--- src/rtl/masked_temporal_frame_smoother_assert.svh ---
// Assertion macros for the frame smoother RTL.
// Self-contained; included by mtfs_datapath, which checks its own pipeline state.
`ifndef MASKED_TEMPORAL_FRAME_SMOOTHER_ASSERT_SVH
`define MASKED_TEMPORAL_FRAME_SMOOTHER_ASSERT_SVH

// Condition must hold at every clock edge outside reset
`define MTFS_ASSERT_ALWAYS(label, clk, rstn, cond, msg) \
    label: assert property (@(posedge clk) disable iff (!rstn) (cond)) else $error(msg);

// Antecedent implies consequent in the same cycle
`define MTFS_ASSERT_IMPLY(label, clk, rstn, ante, cons, msg) \
    label: assert property (@(posedge clk) disable iff (!rstn) (ante) |-> (cons)) \
        else $error(msg);

// Antecedent implies consequent in the next cycle
`define MTFS_ASSERT_NEXT(label, clk, rstn, ante, cons, msg) \
    label: assert property (@(posedge clk) disable iff (!rstn) (ante) |=> (cons)) \
        else $error(msg);

`endif

--- src/rtl/mtfs_pkg.sv ---
// Shared types and constants for the masked temporal frame smoother.
// No dependencies; imported by every module of the block.
`default_nettype none

package mtfs_pkg;

    // Field widths
    localparam int PIX_W   = 16;
    localparam int GAIN_W  = 17;
    localparam int FRAME_W = 19;

    // Defaults
    localparam int MAX_PIXELS_DEF = 262144;
    localparam logic [GAIN_W-1:0]  GAIN_RESET  = 17'd6554;
    localparam logic [GAIN_W-1:0]  GAIN_ONE    = 17'h10000;
    localparam logic [FRAME_W-1:0] FRAME_RESET = 19'd262144;

    // Configuration port
    localparam int APB_ADDR_W = 4;
    localparam int APB_DATA_W = 32;
    localparam int REG_IDX_W  = APB_ADDR_W - 2;
    localparam logic [REG_IDX_W-1:0] REG_GAIN        = 2'd0;
    localparam logic [REG_IDX_W-1:0] REG_MASK_ENABLE = 2'd1;
    localparam logic [REG_IDX_W-1:0] REG_FRAME_PIXELS = 2'd2;

    // Output skid FIFO
    localparam int FIFO_DEPTH = 4;
    localparam int FIFO_PTR_W = $clog2(FIFO_DEPTH);
    localparam int FIFO_CNT_W = $clog2(FIFO_DEPTH + 1);

    // Per-pixel update choice
    typedef enum logic [1:0] {
        MODE_SMOOTH = 2'd0,
        MODE_HOLD   = 2'd1,
        MODE_LOAD   = 2'd2
    } upd_mode_t;

    // Settings seen by the datapath (already saturated)
    typedef struct packed {
        logic [GAIN_W-1:0] gain;
        logic              mask_enable;
    } cfg_t;

    // One result beat
    typedef struct packed {
        logic             frame_end;
        logic [PIX_W-1:0] pixel_out;
    } out_beat_t;

endpackage

`default_nettype wire

--- src/rtl/mtfs_out_fifo.sv ---
// Small result FIFO that decouples the pipeline from the output handshake.
// Uses mtfs_pkg; the pipeline only pushes when a credit is free.
`default_nettype none

module mtfs_out_fifo
    import mtfs_pkg::*;
(
    input  wire logic                  aclk,
    input  wire logic                  aresetn,
    input  wire logic                  push,
    input  wire out_beat_t             push_beat,
    output logic                       out_valid,
    input  wire logic                  out_ready,
    output out_beat_t                  out_beat,
    output logic [FIFO_CNT_W-1:0]      count
);

    out_beat_t slot_reg [FIFO_DEPTH];

    logic [FIFO_PTR_W-1:0] wr_ptr_reg, rd_ptr_reg;
    logic [FIFO_CNT_W-1:0] count_reg;
    logic                  pop;

    function automatic logic [FIFO_PTR_W-1:0] ptr_inc(input logic [FIFO_PTR_W-1:0] p);
        return (p == FIFO_PTR_W'(FIFO_DEPTH - 1)) ? '0 : FIFO_PTR_W'(p + 1'b1);
    endfunction

    assign out_valid = count_reg != '0;
    assign pop       = out_valid && out_ready;
    assign out_beat  = slot_reg[rd_ptr_reg];
    assign count     = count_reg;

    // Pointers and fill level
    always_ff @(posedge aclk) begin
        if (!aresetn) begin
            wr_ptr_reg <= '0;
            rd_ptr_reg <= '0;
            count_reg  <= '0;
        end else begin
            if (push)
                wr_ptr_reg <= ptr_inc(wr_ptr_reg);
            if (pop)
                rd_ptr_reg <= ptr_inc(rd_ptr_reg);
            if (push && !pop)
                count_reg <= FIFO_CNT_W'(count_reg + 1'b1);
            else if (pop && !push)
                count_reg <= FIFO_CNT_W'(count_reg - 1'b1);
        end
    end

    // Storage
    always_ff @(posedge aclk) begin
        if (push) begin
            slot_reg[wr_ptr_reg] <= push_beat;
        end
    end

endmodule

`default_nettype wire

--- config.mk ---
export PLATFORM = sky130hd
export DESIGN_NAME = mtfs_out_fifo
export DESIGN_NICKNAME = d
export VERILOG_FILES = /design/src/rtl/masked_temporal_frame_smoother_assert.svh /design/src/rtl/mtfs_pkg.sv /design/src/rtl/mtfs_out_fifo.sv
export SDC_FILE = /design/constraint.sdc
export NUM_CORES = 1
export LEC_CHECK = 0
export BUFFER_PORTS_ARGS = -buffer_cell sky130_fd_sc_hd__buf_4
export CORE_ASPECT_RATIO = 1.75
export CORE_MARGIN = 8
export CORE_UTILIZATION = 35
export DETAILED_ROUTE_END_ITERATION = 7
export GPL_ROUTABILITY_DRIVEN = 0
export PLACE_DENSITY = 0.53
export RECOVER_POWER = 100
export SYNTH_ARGS = -nofsm -noshare
export SYNTH_HDL_FRONTEND = slang
export SYNTH_SLANG_ARGS = --single-unit
--- constraint.sdc ---
create_clock -name aclk -period 2.3 [get_ports aclk]
set_input_delay 0.46 -clock aclk [delete_from_list [all_inputs] [get_ports aclk]]
set_output_delay 0.46 -clock aclk [all_outputs]
set_load 0.05 [all_outputs]
Word level (Yosys, flattened, before mapping). Memory sizes are Yosys's and may differ from the RTL's. A register that Yosys moved wholly into a read port is not among the register bits. Cells that the tools add are included.

Memories: 1. Word-level logic and storage cells: 25. Register bits after elaboration: 7. Memory bits (writable): 68. Input bits: 21.

Muxes and demuxes: 8. Reduce and logical (&&, ||, !) cells: 7. Equality and inequality tests: 2. $add $sub $neg: 4.

Memory list: slot_reg (words 4, bits a word 17, rd ports 1, clocked after memory_dff 1, wr ports 1, line mtfs_out_fifo.sv:18) `out_beat_t slot_reg [FIFO_DEPTH];`.

Operators with widths (count): $mux W2 (4); $mux W3 (2); $add A2 B1 Y2 const B (2); $eq A2 B2 Y1 const B (2); $add A3 B1 Y3 const B (1); $logic_and A1 B1 Y1 (3); $reduce_bool A3 Y1 (1); $sub A3 B1 Y3 const B (1); $logic_not A1 Y1 (2); $mux W1 (2); $reduce_bool A2 Y1 (1).

Longest topological paths before layout.
Word-level depth: 5. Mapped depth: 7.

Worst setup path before layout. No wires, ideal clock.

Path type: reg2reg. Start point: register count_reg[0] (netlist: count[0]). End point: register count_reg[2] (netlist: count[2]). Path slack: -19 ps. Clock period less this slack: 2319 ps. Arrival time: 2243 ps. Required time: 2224 ps. Stages on the path, launching flop included: 8. Cells stage by stage: dfxtp_1 o31ai_1 ha_1 inv_1 fa_1 xor2_1 or3_1 a21boi_0.

Cells in the longest elaborated chain, start to end: 5. Elaborated cells on any way between the ends: 10.

Ends and longest elaborated chain: from (decl) (line mtfs_out_fifo.sv:21) `logic [FIFO_CNT_W-1:0] count_reg;`; from (signal assigned) (line mtfs_out_fifo.sv:45) `count_reg <= FIFO_CNT_W'(count_reg + 1'b1);`; from (signal assigned) (line mtfs_out_fifo.sv:47) `count_reg <= FIFO_CNT_W'(count_reg - 1'b1);`; branches (longest 5 deep; another with $sub A3 B1 Y3).

Several ways; the timed one is not identified. The select of a mux whose other input is x is not followed. A chain may end at the register's enable or synchronous reset.

==> impl_metrics.yaml <==
sta:
  fin_setup_tns_ns: 0
  finClkSkew_ns: 0.00266
  setup-violations-final: 0
  worst_hold_slack_ns: 0.398
  period_needed_ns: 2.16
  relSlewSlack_pct: 20.2
  grt_setup_unrepaired: "no"
  fin_ws_ns: 0.140
  fmax_mhz: 463
  post-route-period-util_pct: 93.9
  slew_violations: 0
  tightest_slew_ns: 1.20
  finalHoldViolations: 0
hold_path:
  hold_end: "slot_reg[2][13]"
  holdPathStages: 1
  min_path_type: "in2reg"
  min_from: "push_beat[13]"
clock_tree:
  path_clk_slew_ns: 0.06
  numCtsBuffers: 9
  clkLatencyLatePin_ns: 0.32
  cts.htree.levels: 3
  clockBufferDepth: 2
  cts_tree: "built"
  clock_sinks: 77
  clock-root-buffer: "clkbuf_16"
place:
  place_ws_ns: 0.118
  hpwl_um: 3720
  portBuffers: 41
  placed_cell_area_um2: 3400
route:
  detail-route-antenna-nets: 0
  drtPass1Iterations: 4
  via_per_inst: 4.98
  drc: 0
  routedWlPerCell_um: 18.5
  drt_iter0_drc: 93
  wl_um: 5330
  vias: 1434
pwr:
  p_sw_mw: 1.37
  power_mw: 4.32
  power_frac_comb_pct: 27.5
  p_leak_nw: 1.23
  power.internal_mw: 2.95
  sw_frac_of_total_pct: 31.7
  max-vdd-ir-drop_uv: 593
  power.density_nw_per_um2: 1210
  clockPowerShare_pct: 33.5
  seq_power_share_pct: 39.0
critical_path:
  worst-path-buf-inv: 2
  rrSetupSlack_ns: 0.20
  reg2reg_from: "count[1]"
  start_kind: "flip-flop"
  crit_family: "multiplexers"
  r2r-end: "count[2]"
  slowest_stage: "mux4_1"
  critical_path_class: "reg2out"
  end_kind: "primary output"
  cpPeakStageDelay_ns: 0.60
  required_ns: 1.84
  r2r_cells: 7
  critPathMaxFanout: 9
  cp.arrival_ns: 1.70
  worstPathCellList: "buf_4 > mux4_1 > clkbuf_4"
global_routing:
  grt_remaining_overflow: 0
  grt_pass1_vias: 1646
  antenna_found_initial: 0
  grt_pass1_wl_um: 8380
  grt_max_degree: 18
  grt_usage_pct: 9.76
finish:
  largest_reg_flops: 68
  area_growth_pct: 21.5
  stdcell_area_um2: 3580
  diodes: 0
  n_fill_cell: 750
  drive_gt1_share_pct: 24.5
  fin_nets: 219
floorplan:
  core_area_um2: 8260
  die_w_um: 85.3
  start_util_pct: 35.7
  row_count: 44
  dieHeight_um: 137
  io_pins: 42
  dieArea_um2: 11700
synth:
  synth-xor-area-share_pct: 0.595
  synthesis.instances: 134
  synthAdderAreaFrac_pct: 3.23
  synthSimpleGateAreaFrac_pct: 2.97
  yosys_warnings: 0
  seq_area_frac_synth_pct: 75.5
  synthMuxAreaShare_pct: 14.9
  ys_types: 22
  synth-compound-area-share_pct: 1.02
  synth_top_family_by_area: "multiplexers"
  syn_nets: 162
  synth_area_um2: 2940
  synth_area_per_cell_um2: 22.0
  yosys_register_bits: 77
run_status:
  status: "finished, final reports clean"
job:
  drv_cap: 0
## power by group through the flow
stage               logic, mW  registers, mW  clock network [mW]
floorplan               0.912           1.76                   0
global placement         1.29           1.70                   0
CTS                      1.31           1.68                1.48
finish                   1.19           1.68                1.45
detailed placement       1.31           1.71                   0
global route             1.26           1.70                1.54
## synth_stat cells
cell	count	share of area, %
a21boi_0	1	0.26
and2_1	5	1.1
buf_12	1	0.68
buf_2	2	0.34
buf_6	1	0.38
dfxtp_1	9	6.1
edfxtp_1	68	69
fa_1	1	0.68
ha_1	6	2.5
inv_1	3	0.38
mux2i_1	3	1.0
mux4_1	7	6.2
mux4_2	10	7.6
nand2_1	2	0.26
nand3_1	2	0.34
nor2_1	2	0.26
nor2b_1	3	0.64
o21ai_0	3	0.51
o31ai_1	1	0.26
or3_1	2	0.42
xnor2_1	1	0.30
xor2_1	1	0.30
## stage by stage
stage          util, %  cells
6_report          43.3    288
5_1_grt           43.3    288
4_1_cts           44.9    288
3_5_place_dp      41.2    272
3_3_place_gp      41.2    272
2_1_floorplan        -    134
## worst register-to-register path, stage by stage, from the launching register on
cell and delay, ns:
dfxtp_1 0.37, o31ai_4 0.33, ha_1 0.24, inv_1 0.06, fa_1 0.39, xor2_1 0.17
or3_1 0.31, a21boi_0 0.15
## layer usage
metal  GRT usage [%]  vias to the layer above  wire, um
met1            9.39                      725      2030
met2            17.0                       40      2800
met5               0                        -         0
met4            5.59                        0       121
li1                -                      663         -
met3            4.30                        6       378
## final cells by class
class	count	area, um^2	share of cell area, %
repair buffers	50	239	6.68
well taps	92	115	3.22
inverters	3	11.3	0.315
flip-flops and latches	77	2220	62.1
clock buffers	11	233	6.50
multi-input cells	50	683	19.1
clock inverters	5	75.1	2.10
## cells by family (layout without fill, tap and decap cells)
| family | after synthesis | after routing |
|---|---|---|
| xor gates and xnor gates | 2 | 2 |
| adders and majority gates | 7 | 7 |
| buffers and inverters | 7 | 69 |
| DFF | 77 | 77 |
| muxes | 20 | 20 |
| and+or+nand+nor | 16 | 16 |
| AOI/OAI and AO/OA | 5 | 5 |
## how the worst max path moves through the flow
stage                     cells after the start      start     endpoint  slack [ns]
after floorplan                               7   count[1]     count[2]        0.09
after global placement                        7   count[1]     count[2]        0.27
after detailed placement                      7   count[1]     count[2]        0.12
after CTS                                     7   count[1]     count[2]        0.09
after global routing                          3  flip-flop  out_beat[4]        0.06
final                                         3  flip-flop  out_beat[4]        0.14
## repair_timing
item	4_1_cts	5_1_grt
hold endpoints to repair	0	0
endpoints found under the setup margin	0	1
resized for setup	0	1
hold buffers	0	0
setup buffers	0	0
## cells in the final DEF (no fill, tap or decap)
cell       count
edfxtp_1      68
clkbuf_1      29
clkbuf_2      11
mux4_2        10
dfxtp_1        9
clkbuf_16      9
buf_4          8
mux4_1         7
ha_1           6
and2_0         4
inv_1          3
mux2i_1        3
nor2b_1        3
o21ai_0        3
clkinv_2       3
buf_2          3
or3_1          2
nor2_1         2
nand2_1        2
nand3_1        2
bufinv_16      2
o31ai_4        1
xnor2_1        1
and2_1         1
xor2_1         1
a21boi_0       1
fa_1           1
clkbuf_4       1
Power figures use the tool's default switching activity.
