--- src/rtl/masked_temporal_frame_smoother_assert.svh ---
// Assertion macros for the frame smoother RTL.
// Self-contained; included by mtfs_datapath, which checks its own pipeline state.
`ifndef MASKED_TEMPORAL_FRAME_SMOOTHER_ASSERT_SVH
`define MASKED_TEMPORAL_FRAME_SMOOTHER_ASSERT_SVH

// Condition must hold at every clock edge outside reset
`define MTFS_ASSERT_ALWAYS(label, clk, rstn, cond, msg) \
    label: assert property (@(posedge clk) disable iff (!rstn) (cond)) else $error(msg);

// Antecedent implies consequent in the same cycle
`define MTFS_ASSERT_IMPLY(label, clk, rstn, ante, cons, msg) \
    label: assert property (@(posedge clk) disable iff (!rstn) (ante) |-> (cons)) \
        else $error(msg);

// Antecedent implies consequent in the next cycle
`define MTFS_ASSERT_NEXT(label, clk, rstn, ante, cons, msg) \
    label: assert property (@(posedge clk) disable iff (!rstn) (ante) |=> (cons)) \
        else $error(msg);

`endif

--- src/rtl/mtfs_pkg.sv ---
// Shared types and constants for the masked temporal frame smoother.
// No dependencies; imported by every module of the block.
`default_nettype none

package mtfs_pkg;

    // Field widths
    localparam int PIX_W   = 16;
    localparam int GAIN_W  = 17;
    localparam int FRAME_W = 19;

    // Defaults
    localparam int MAX_PIXELS_DEF = 262144;
    localparam logic [GAIN_W-1:0]  GAIN_RESET  = 17'd6554;
    localparam logic [GAIN_W-1:0]  GAIN_ONE    = 17'h10000;
    localparam logic [FRAME_W-1:0] FRAME_RESET = 19'd262144;

    // Configuration port
    localparam int APB_ADDR_W = 4;
    localparam int APB_DATA_W = 32;
    localparam int REG_IDX_W  = APB_ADDR_W - 2;
    localparam logic [REG_IDX_W-1:0] REG_GAIN        = 2'd0;
    localparam logic [REG_IDX_W-1:0] REG_MASK_ENABLE = 2'd1;
    localparam logic [REG_IDX_W-1:0] REG_FRAME_PIXELS = 2'd2;

    // Output skid FIFO
    localparam int FIFO_DEPTH = 4;
    localparam int FIFO_PTR_W = $clog2(FIFO_DEPTH);
    localparam int FIFO_CNT_W = $clog2(FIFO_DEPTH + 1);

    // Per-pixel update choice
    typedef enum logic [1:0] {
        MODE_SMOOTH = 2'd0,
        MODE_HOLD   = 2'd1,
        MODE_LOAD   = 2'd2
    } upd_mode_t;

    // Settings seen by the datapath (already saturated)
    typedef struct packed {
        logic [GAIN_W-1:0] gain;
        logic              mask_enable;
    } cfg_t;

    // One result beat
    typedef struct packed {
        logic             frame_end;
        logic [PIX_W-1:0] pixel_out;
    } out_beat_t;

endpackage

`default_nettype wire

--- src/rtl/mtfs_cfg.sv ---
// APB register file: gain, mask enable, frame size.
// Uses mtfs_pkg; keeps saturated copies for the datapath.
`default_nettype none

module mtfs_cfg
    import mtfs_pkg::*;
#(
    parameter int MAX_PIXELS = MAX_PIXELS_DEF
) (
    input  wire logic                   aclk,
    input  wire logic                   aresetn,
    input  wire logic                   psel,
    input  wire logic                   penable,
    input  wire logic                   pwrite,
    input  wire logic [APB_ADDR_W-1:0]  paddr,
    input  wire logic [APB_DATA_W-1:0]  pwdata,
    output logic      [APB_DATA_W-1:0]  prdata,
    output logic                        pready,
    output cfg_t                        cfg,
    output logic [$clog2(MAX_PIXELS)-1:0] last_idx
);

    localparam int AW = $clog2(MAX_PIXELS);
    localparam int SW = (AW + 1 > FRAME_W) ? AW + 1 : FRAME_W;

    // Index of the last pixel for a frame size; zero acts as one, oversize clamps
    function automatic logic [AW-1:0] last_of(input logic [FRAME_W-1:0] fp);
        logic [SW-1:0] fp_ext;
        fp_ext = SW'(fp);
        if (fp_ext == '0)
            return '0;
        else if (fp_ext > SW'(MAX_PIXELS))
            return AW'(MAX_PIXELS - 1);
        else
            return AW'(fp_ext - SW'(1));
    endfunction

    logic [GAIN_W-1:0]  gain_reg;
    logic [GAIN_W-1:0]  gain_eff_reg;
    logic               mask_reg;
    logic [FRAME_W-1:0] frame_reg;
    logic [AW-1:0]      last_idx_reg;

    logic                 wr_en;
    logic [REG_IDX_W-1:0] reg_idx;
    logic [GAIN_W-1:0]    wr_gain;

    assign pready  = 1'b1;
    assign wr_en   = psel & penable & pwrite & pready;
    assign reg_idx = paddr[APB_ADDR_W-1:2];
    assign wr_gain = pwdata[GAIN_W-1:0];

    // Register writes
    always_ff @(posedge aclk) begin
        if (!aresetn) begin
            gain_reg     <= GAIN_RESET;
            gain_eff_reg <= GAIN_RESET;
            mask_reg     <= 1'b0;
            frame_reg    <= FRAME_RESET;
            last_idx_reg <= last_of(FRAME_RESET);
        end else if (wr_en) begin
            if (reg_idx == REG_GAIN) begin
                gain_reg     <= wr_gain;
                gain_eff_reg <= (wr_gain > GAIN_ONE) ? GAIN_ONE : wr_gain;
            end
            if (reg_idx == REG_MASK_ENABLE) begin
                mask_reg <= pwdata[0];
            end
            if (reg_idx == REG_FRAME_PIXELS) begin
                frame_reg    <= pwdata[FRAME_W-1:0];
                last_idx_reg <= last_of(pwdata[FRAME_W-1:0]);
            end
        end
    end

    // Readback
    always_comb begin
        unique case (reg_idx)
            REG_GAIN:         prdata = APB_DATA_W'(gain_reg);
            REG_MASK_ENABLE:  prdata = APB_DATA_W'(mask_reg);
            REG_FRAME_PIXELS: prdata = APB_DATA_W'(frame_reg);
            default:          prdata = '0;
        endcase
    end

    assign cfg.gain        = gain_eff_reg;
    assign cfg.mask_enable = mask_reg;
    assign last_idx        = last_idx_reg;

endmodule

`default_nettype wire

--- config.mk ---
export PLATFORM = sky130hd
export DESIGN_NAME = mtfs_cfg
export DESIGN_NICKNAME = d
export VERILOG_FILES = /design/src/rtl/masked_temporal_frame_smoother_assert.svh /design/src/rtl/mtfs_pkg.sv /design/src/rtl/mtfs_cfg.sv
export SDC_FILE = /design/constraint.sdc
export NUM_CORES = 1
export LEC_CHECK = 0
export BUFFER_PORTS_ARGS = -buffer_cell sky130_fd_sc_hd__buf_2
export CAP_MARGIN = 15
export CORE_ASPECT_RATIO = 0.5
export CORE_UTILIZATION = 46
export DETAILED_ROUTE_END_ITERATION = 7
export GPL_TIMING_DRIVEN = 0
export PLACE_DENSITY = 0.83
export RECOVER_POWER = 100
export SYNTH_ARGS = -nofsm -noshare
export SYNTH_HDL_FRONTEND = slang
export SYNTH_SLANG_ARGS = --single-unit
--- constraint.sdc ---
create_clock -name aclk -period 2.5 [get_ports aclk]
set_input_delay 0.75 -clock aclk [delete_from_list [all_inputs] [get_ports aclk]]
set_output_delay 0.75 -clock aclk [all_outputs]
set_load 0.05 [all_outputs]
== Yosys cells after proc, flatten, opt, wreduce, memory -nomap -nowiden ==
Index checks and enable logic that the tools add are counted.

* $add $sub $neg: 1
* Order comparisons: 2
* Eq/ne operators: 2
* Mux-type cells: 4
* Bitwise operators: 2
* Reduce and logical (&&, ||, !) cells: 5

{| class="wikitable"
|+ Operators by type and width
! cell !! number
|-
| 19-bit one-hot mux with 3 select lines || 1
|-
| 18-bit 2-to-1 mux || 2
|-
| 19-bit > comparator (second input constant) || 1
|-
| 19-bit logical NOT || 1
|-
| 18-bit by 1-bit subtractor with 18-bit output (second input constant) || 1
|-
| 17-bit > comparator (second input constant) || 1
|-
| 17-bit 2-to-1 mux || 1
|-
| 2-bit AND reduction || 3
|-
| 1-bit AND || 2
|-
| 2-bit by 1-bit equality test with 1-bit output (second input constant) || 1
|-
| 2-bit equality test (second input constant) || 1
|-
| 2-bit logical NOT || 1
|}

* Register bits: 72
* Input port bits: 41
* Output and inout bits: 69
* Logic and storage cells: 21

== Depth between registers and ports, before layout ==
* Depth after elaboration: 3
* Mapped depth: 8
* Mapped depth without buffers: 7

== Worst setup path before layout ==
No wires, ideal clock.

* Kind: input to output
* From: input port paddr[3]
* To: output port prdata[0]
* Arrival: 2.382 ns
* Path slack: -0.632 ns
* Stages: 3
* Path through: buf_2 > buf_1 > o21ai_0

* Word-level cells in the longest chain between the ends: 2

{| class="wikitable"
|+ Ends and longest elaborated chain
! item !! RTL line !! RTL
|-
| start: declaration || mtfs_cfg.sv:15 || <nowiki>input wire logic [APB_ADDR_W-1:0] paddr,</nowiki>
|-
| 2-bit equality test (tied with other cells) || mtfs_cfg.sv:78 || <nowiki>unique case (reg_idx)</nowiki>
|-
| 19-bit one-hot mux with 3 select lines (*) || mtfs_cfg.sv:78 ||
|-
| end: declaration || mtfs_cfg.sv:17 || <nowiki>output logic [APB_DATA_W-1:0] prdata,</nowiki>
|}

Every way passes the cells marked *; elsewhere a longest branch is shown, timed or not.

== Worst setup path in the final report ==
* From: input port paddr[3]
* To: output port prdata[5]

Same word-level chain as after synthesis.

==> key figures <==
Pwr
  • Sequential share of power: 39.7%
  • Clock power frac: 46.9%
  • Leakage: ~1.8 nW
  • Logic pwr share: 13.3%
  • Switching Fraction: a little over a quarter
  • Switch Pwr: ~0.81 mW
  • Int Power: between 2 and 2.5 mW
  • PwrDens: roughly 650 nW/um^2
  • Peak supply drop: about 340 uV

Synth
  • Cell variety after synth: 45
  • Ys flop type: dfxtp_1
  • Post-synth ARST share: 0%
  • Post-synth top area cell: dfxtp_1
  • Synth top area cells: dfxtp_1 (41%), nand2_1 (11%), a21boi_0 (7.5%), nand3_1 (5.6%), mux2i_1 (5.2%)
  • Seq cells post-synth: about 70
  • Cells after Synth: 430
  • Synth top area share: between 40 and 50%
  • EDFF count, synth: 0
  • Syn avg cell area: 8.14 um^2
  • Synthesized cell area: 3500 um^2
  • Sequential fraction of the synthesis area: roughly two fifths
  • Synthesis warning total: 0

Global routing
  • Initial antenna violation count: 0
  • First-pass GRT wire length: 15900 um
  • Global router's overall resource usage: approximately a quarter
  • Largest net degree at the start of global routing: 15
  • Vias in the first global route: 3176
  • Gr ovfl total: 0

Placement
  • Cell Area, Placed: a little over 4000 um^2
  • Global placement routability congestion: 0.863
  • # port buffers: 72
  • Hpwl dp: around 7000 um

Timing
  • Min Clock Period, post-route: 2.50 ns
  • Setup tns final: 0 ns
  • Slew @ Worst Pin: 0.726 ns
  • Setup violators final: 0
  • Worst Clk Skew: 0 ns
  • Period utilization: between 90 and 100%
  • Max Clock Freq: 401 MHz
  • Max Transition Viols Final: 0
  • Slew headroom: between 50% and 60%
  • Final hold vios: 0

Status
  • Status: finished, violations left
  • Failing checks: design-rule violations

Route
  • Via/cell ratio: roughly 5.6
  • Routed WL: between 10000 and 15000 um
  • Drt wl/cell: between 15 and 20 um
  • Final antenna-violating net count: 0
  • Via count: 3495
  • Drt drc: 3
  • DRT Pass-1 Iters: 8
  • Iter 0 DRT Violations: around 340

Job
  • Max Cap Violations: 0

Clock network
  • CTS tree: built
  • H-tree Lvls: 3
  • Number of setup buffers added after CTS: 0
  • Clock Tree Buf Depth: 2
  • Inserted Clock Buffers: 9
  • Clock sink count: slightly above 70
  • Root Driver: clkbuf_16
  • Worst-path clk slew: around 0.060 ns
  • Worst skew pair latency: between 0.3 and 0.4 ns

Critical path
  • Crit path DAT: ~1.8 ns
  • Crit end category: output port
  • Startpoint Class: input pin
  • CP Max Fanout: 11
  • Crit Path Category: in2out
  • WP data required: 1.75 ns

Cells and area
  • Largest register FFs: 19
  • Final instance area: around 4500 um^2
  • N_diodes: 0
  • Layout cells sized above 1: between 10% and 20%
  • Synthesis-to-layout area growth: 30.0%
  • Layout Nets: approximately 570

Hold path
  • Worst hold path type: reg2reg

Floorplanning
  • I/O pins: 110
  • Die ar.: roughly 8000 um^2
  • Die height: roughly 64 um
  • Core ar.: roughly 7300 um^2
  • Num rows: 22
  • Initial Util: roughly 48%
  • Die X: roughly 130 um
==> final timing paths <==
kind                           startpoint                           end  slack [ns]  cells past startpoint
max reg2reg  gain_eff_reg[0]$_SDFFE_PN0P_  gain_eff_reg[0]$_SDFFE_PN0P_        1.70                      3
min reg2reg      last_idx[8]$_SDFFE_PN1P_      last_idx[8]$_SDFFE_PN1P_        0.46                      2
min              last_idx[8]$_SDFFE_PN1P_      last_idx[8]$_SDFFE_PN1P_        0.46                      2
max                              paddr[3]                     prdata[5]       0.004                      6
==> power by group through the flow <==
stage | Combinational (mW) | Sequential [mW] | Clock (mW)
floorplan | 0.238 | 1.23 | 0
global placement | 0.360 | 1.20 | 0
detailed placement | 0.365 | 1.20 | 0
CTS | 0.374 | 1.18 | 1.38
global route | 0.414 | 1.18 | 1.45
finish | 0.396 | 1.18 | 1.39
==> worst max-delay path: stages <==
cell and delay, ns:
buf_2 0.13, buf_12 0.16, clkbuf_16 0.18, mux2i_4 0.26
nor2_4 0.05, clkbuf_4 0.21
==> cells in the mapped netlist, types with 2 or more instances <==
library cell,n
and2_1,4
buf_1,2
clkbuf_1,25
a21oi_1,3
or3_1,3
nand3_1,39
nor4_4,2
xnor2_1,4
xor2_1,9
conb_1,2
nor3_1,4
o21ai_1,10
nor2b_1,2
nand2_1,107
a21boi_0,35
o21ai_0,5
nor4_1,3
dfxtp_1,72
nor3b_1,3
buf_4,16
buf_6,3
mux2i_1,18
o211ai_1,8
nor2_1,25
inv_1,4
a21boi_1,3
==> layout by cell type, fill, tap and decap left out, types with 8 or more instances in the layout <==
| cell type | synthesis | routed |
|---|---|---|
| dfxtp_1 | 72 | 72 |
| o211ai_1 | 8 | 8 |
| nor2_1 | 25 | 15 |
| buf_4 | 16 | 20 |
| xor2_1 | 9 | 9 |
| buf_2 | 1 | 20 |
| nand3_1 | 39 | 39 |
| conb_1 | 2 | 14 |
| mux2i_1 | 18 | 9 |
| nor2_4 | 0 | 10 |
| mux2i_4 | 0 | 9 |
| clkbuf_16 | 0 | 10 |
| nand2_1 | 107 | 107 |
| clkbuf_2 | 1 | 10 |
| o21ai_1 | 10 | 8 |
| clkbuf_1 | 25 | 62 |
| a21boi_0 | 35 | 38 |
==> layer usage <==
| layer | GRT usage, % | up-vias | wire [um] | part of all wire [%] |
|---|---|---|---|---|
| met1 | 32.3 | 1591 | 4250 | 40 |
| met3 | 7.48 | 54 | 1120 | 10 |
| met2 | 42.2 | 229 | 4860 | 46 |
| li1 | - | 1621 | - | - |
| met5 | 0 | - | 0 | 0 |
| met4 | 13.3 | 0 | 448 | 4.2 |
==> stage by stage <==
step	hold WS [ns]	cells	setup slack, ns	total power, mW	util [%]
4_1_cts	0.462	624	-0.0296	2.93	60.8
3_5_place_dp	0.450	610	-0.445	1.56	55.9
2_1_floorplan	0.432	442	0.0440	1.47	-
6_report	0.463	625	0.00391	2.97	61.9
5_1_grt	0.486	625	-0.0201	3.04	61.9
3_3_place_gp	0.436	610	-0.409	1.56	55.9
==> area by class of cell <==
cell class              count  area [um^2]
flip-flops and latches     72         1440
repair buffers             73          352
well taps                  96          120
multi-input cells         317         2000
inverters                   5         18.8
clock buffers               9          225
clock inverters             6         92.6
plain buffers              47          295
fillers                   611         2800
==> cell families (layout without fill, tap and decap cells) <==
logic type               count (synthesis)  count (layout)  share of synthesized area [%]
AND/OR/NAND/NOR                        200             200                           27.0
XOR/XNOR                                13              13                           3.25
flip-flops                              72              72                           41.2
buffers and inverters                   53             140                           8.12
AO/OA/AOI/OAI                           71              71                           14.7
other                                    2              14                          0.215
multiplexers                            18              18                           5.15
adder cells (fa/ha/maj)                  1               1                          0.358
==> repair_timing <==
action | CTS | global route
hold endpoints to repair | 0 | 0
endpoints found under the setup margin | 11 | 17
gates cloned | 0 | 1
hold buffers | 0 | 0
gates resized for setup | 12 | 25
No activity file was read; power rests on OpenSTA's default activity.
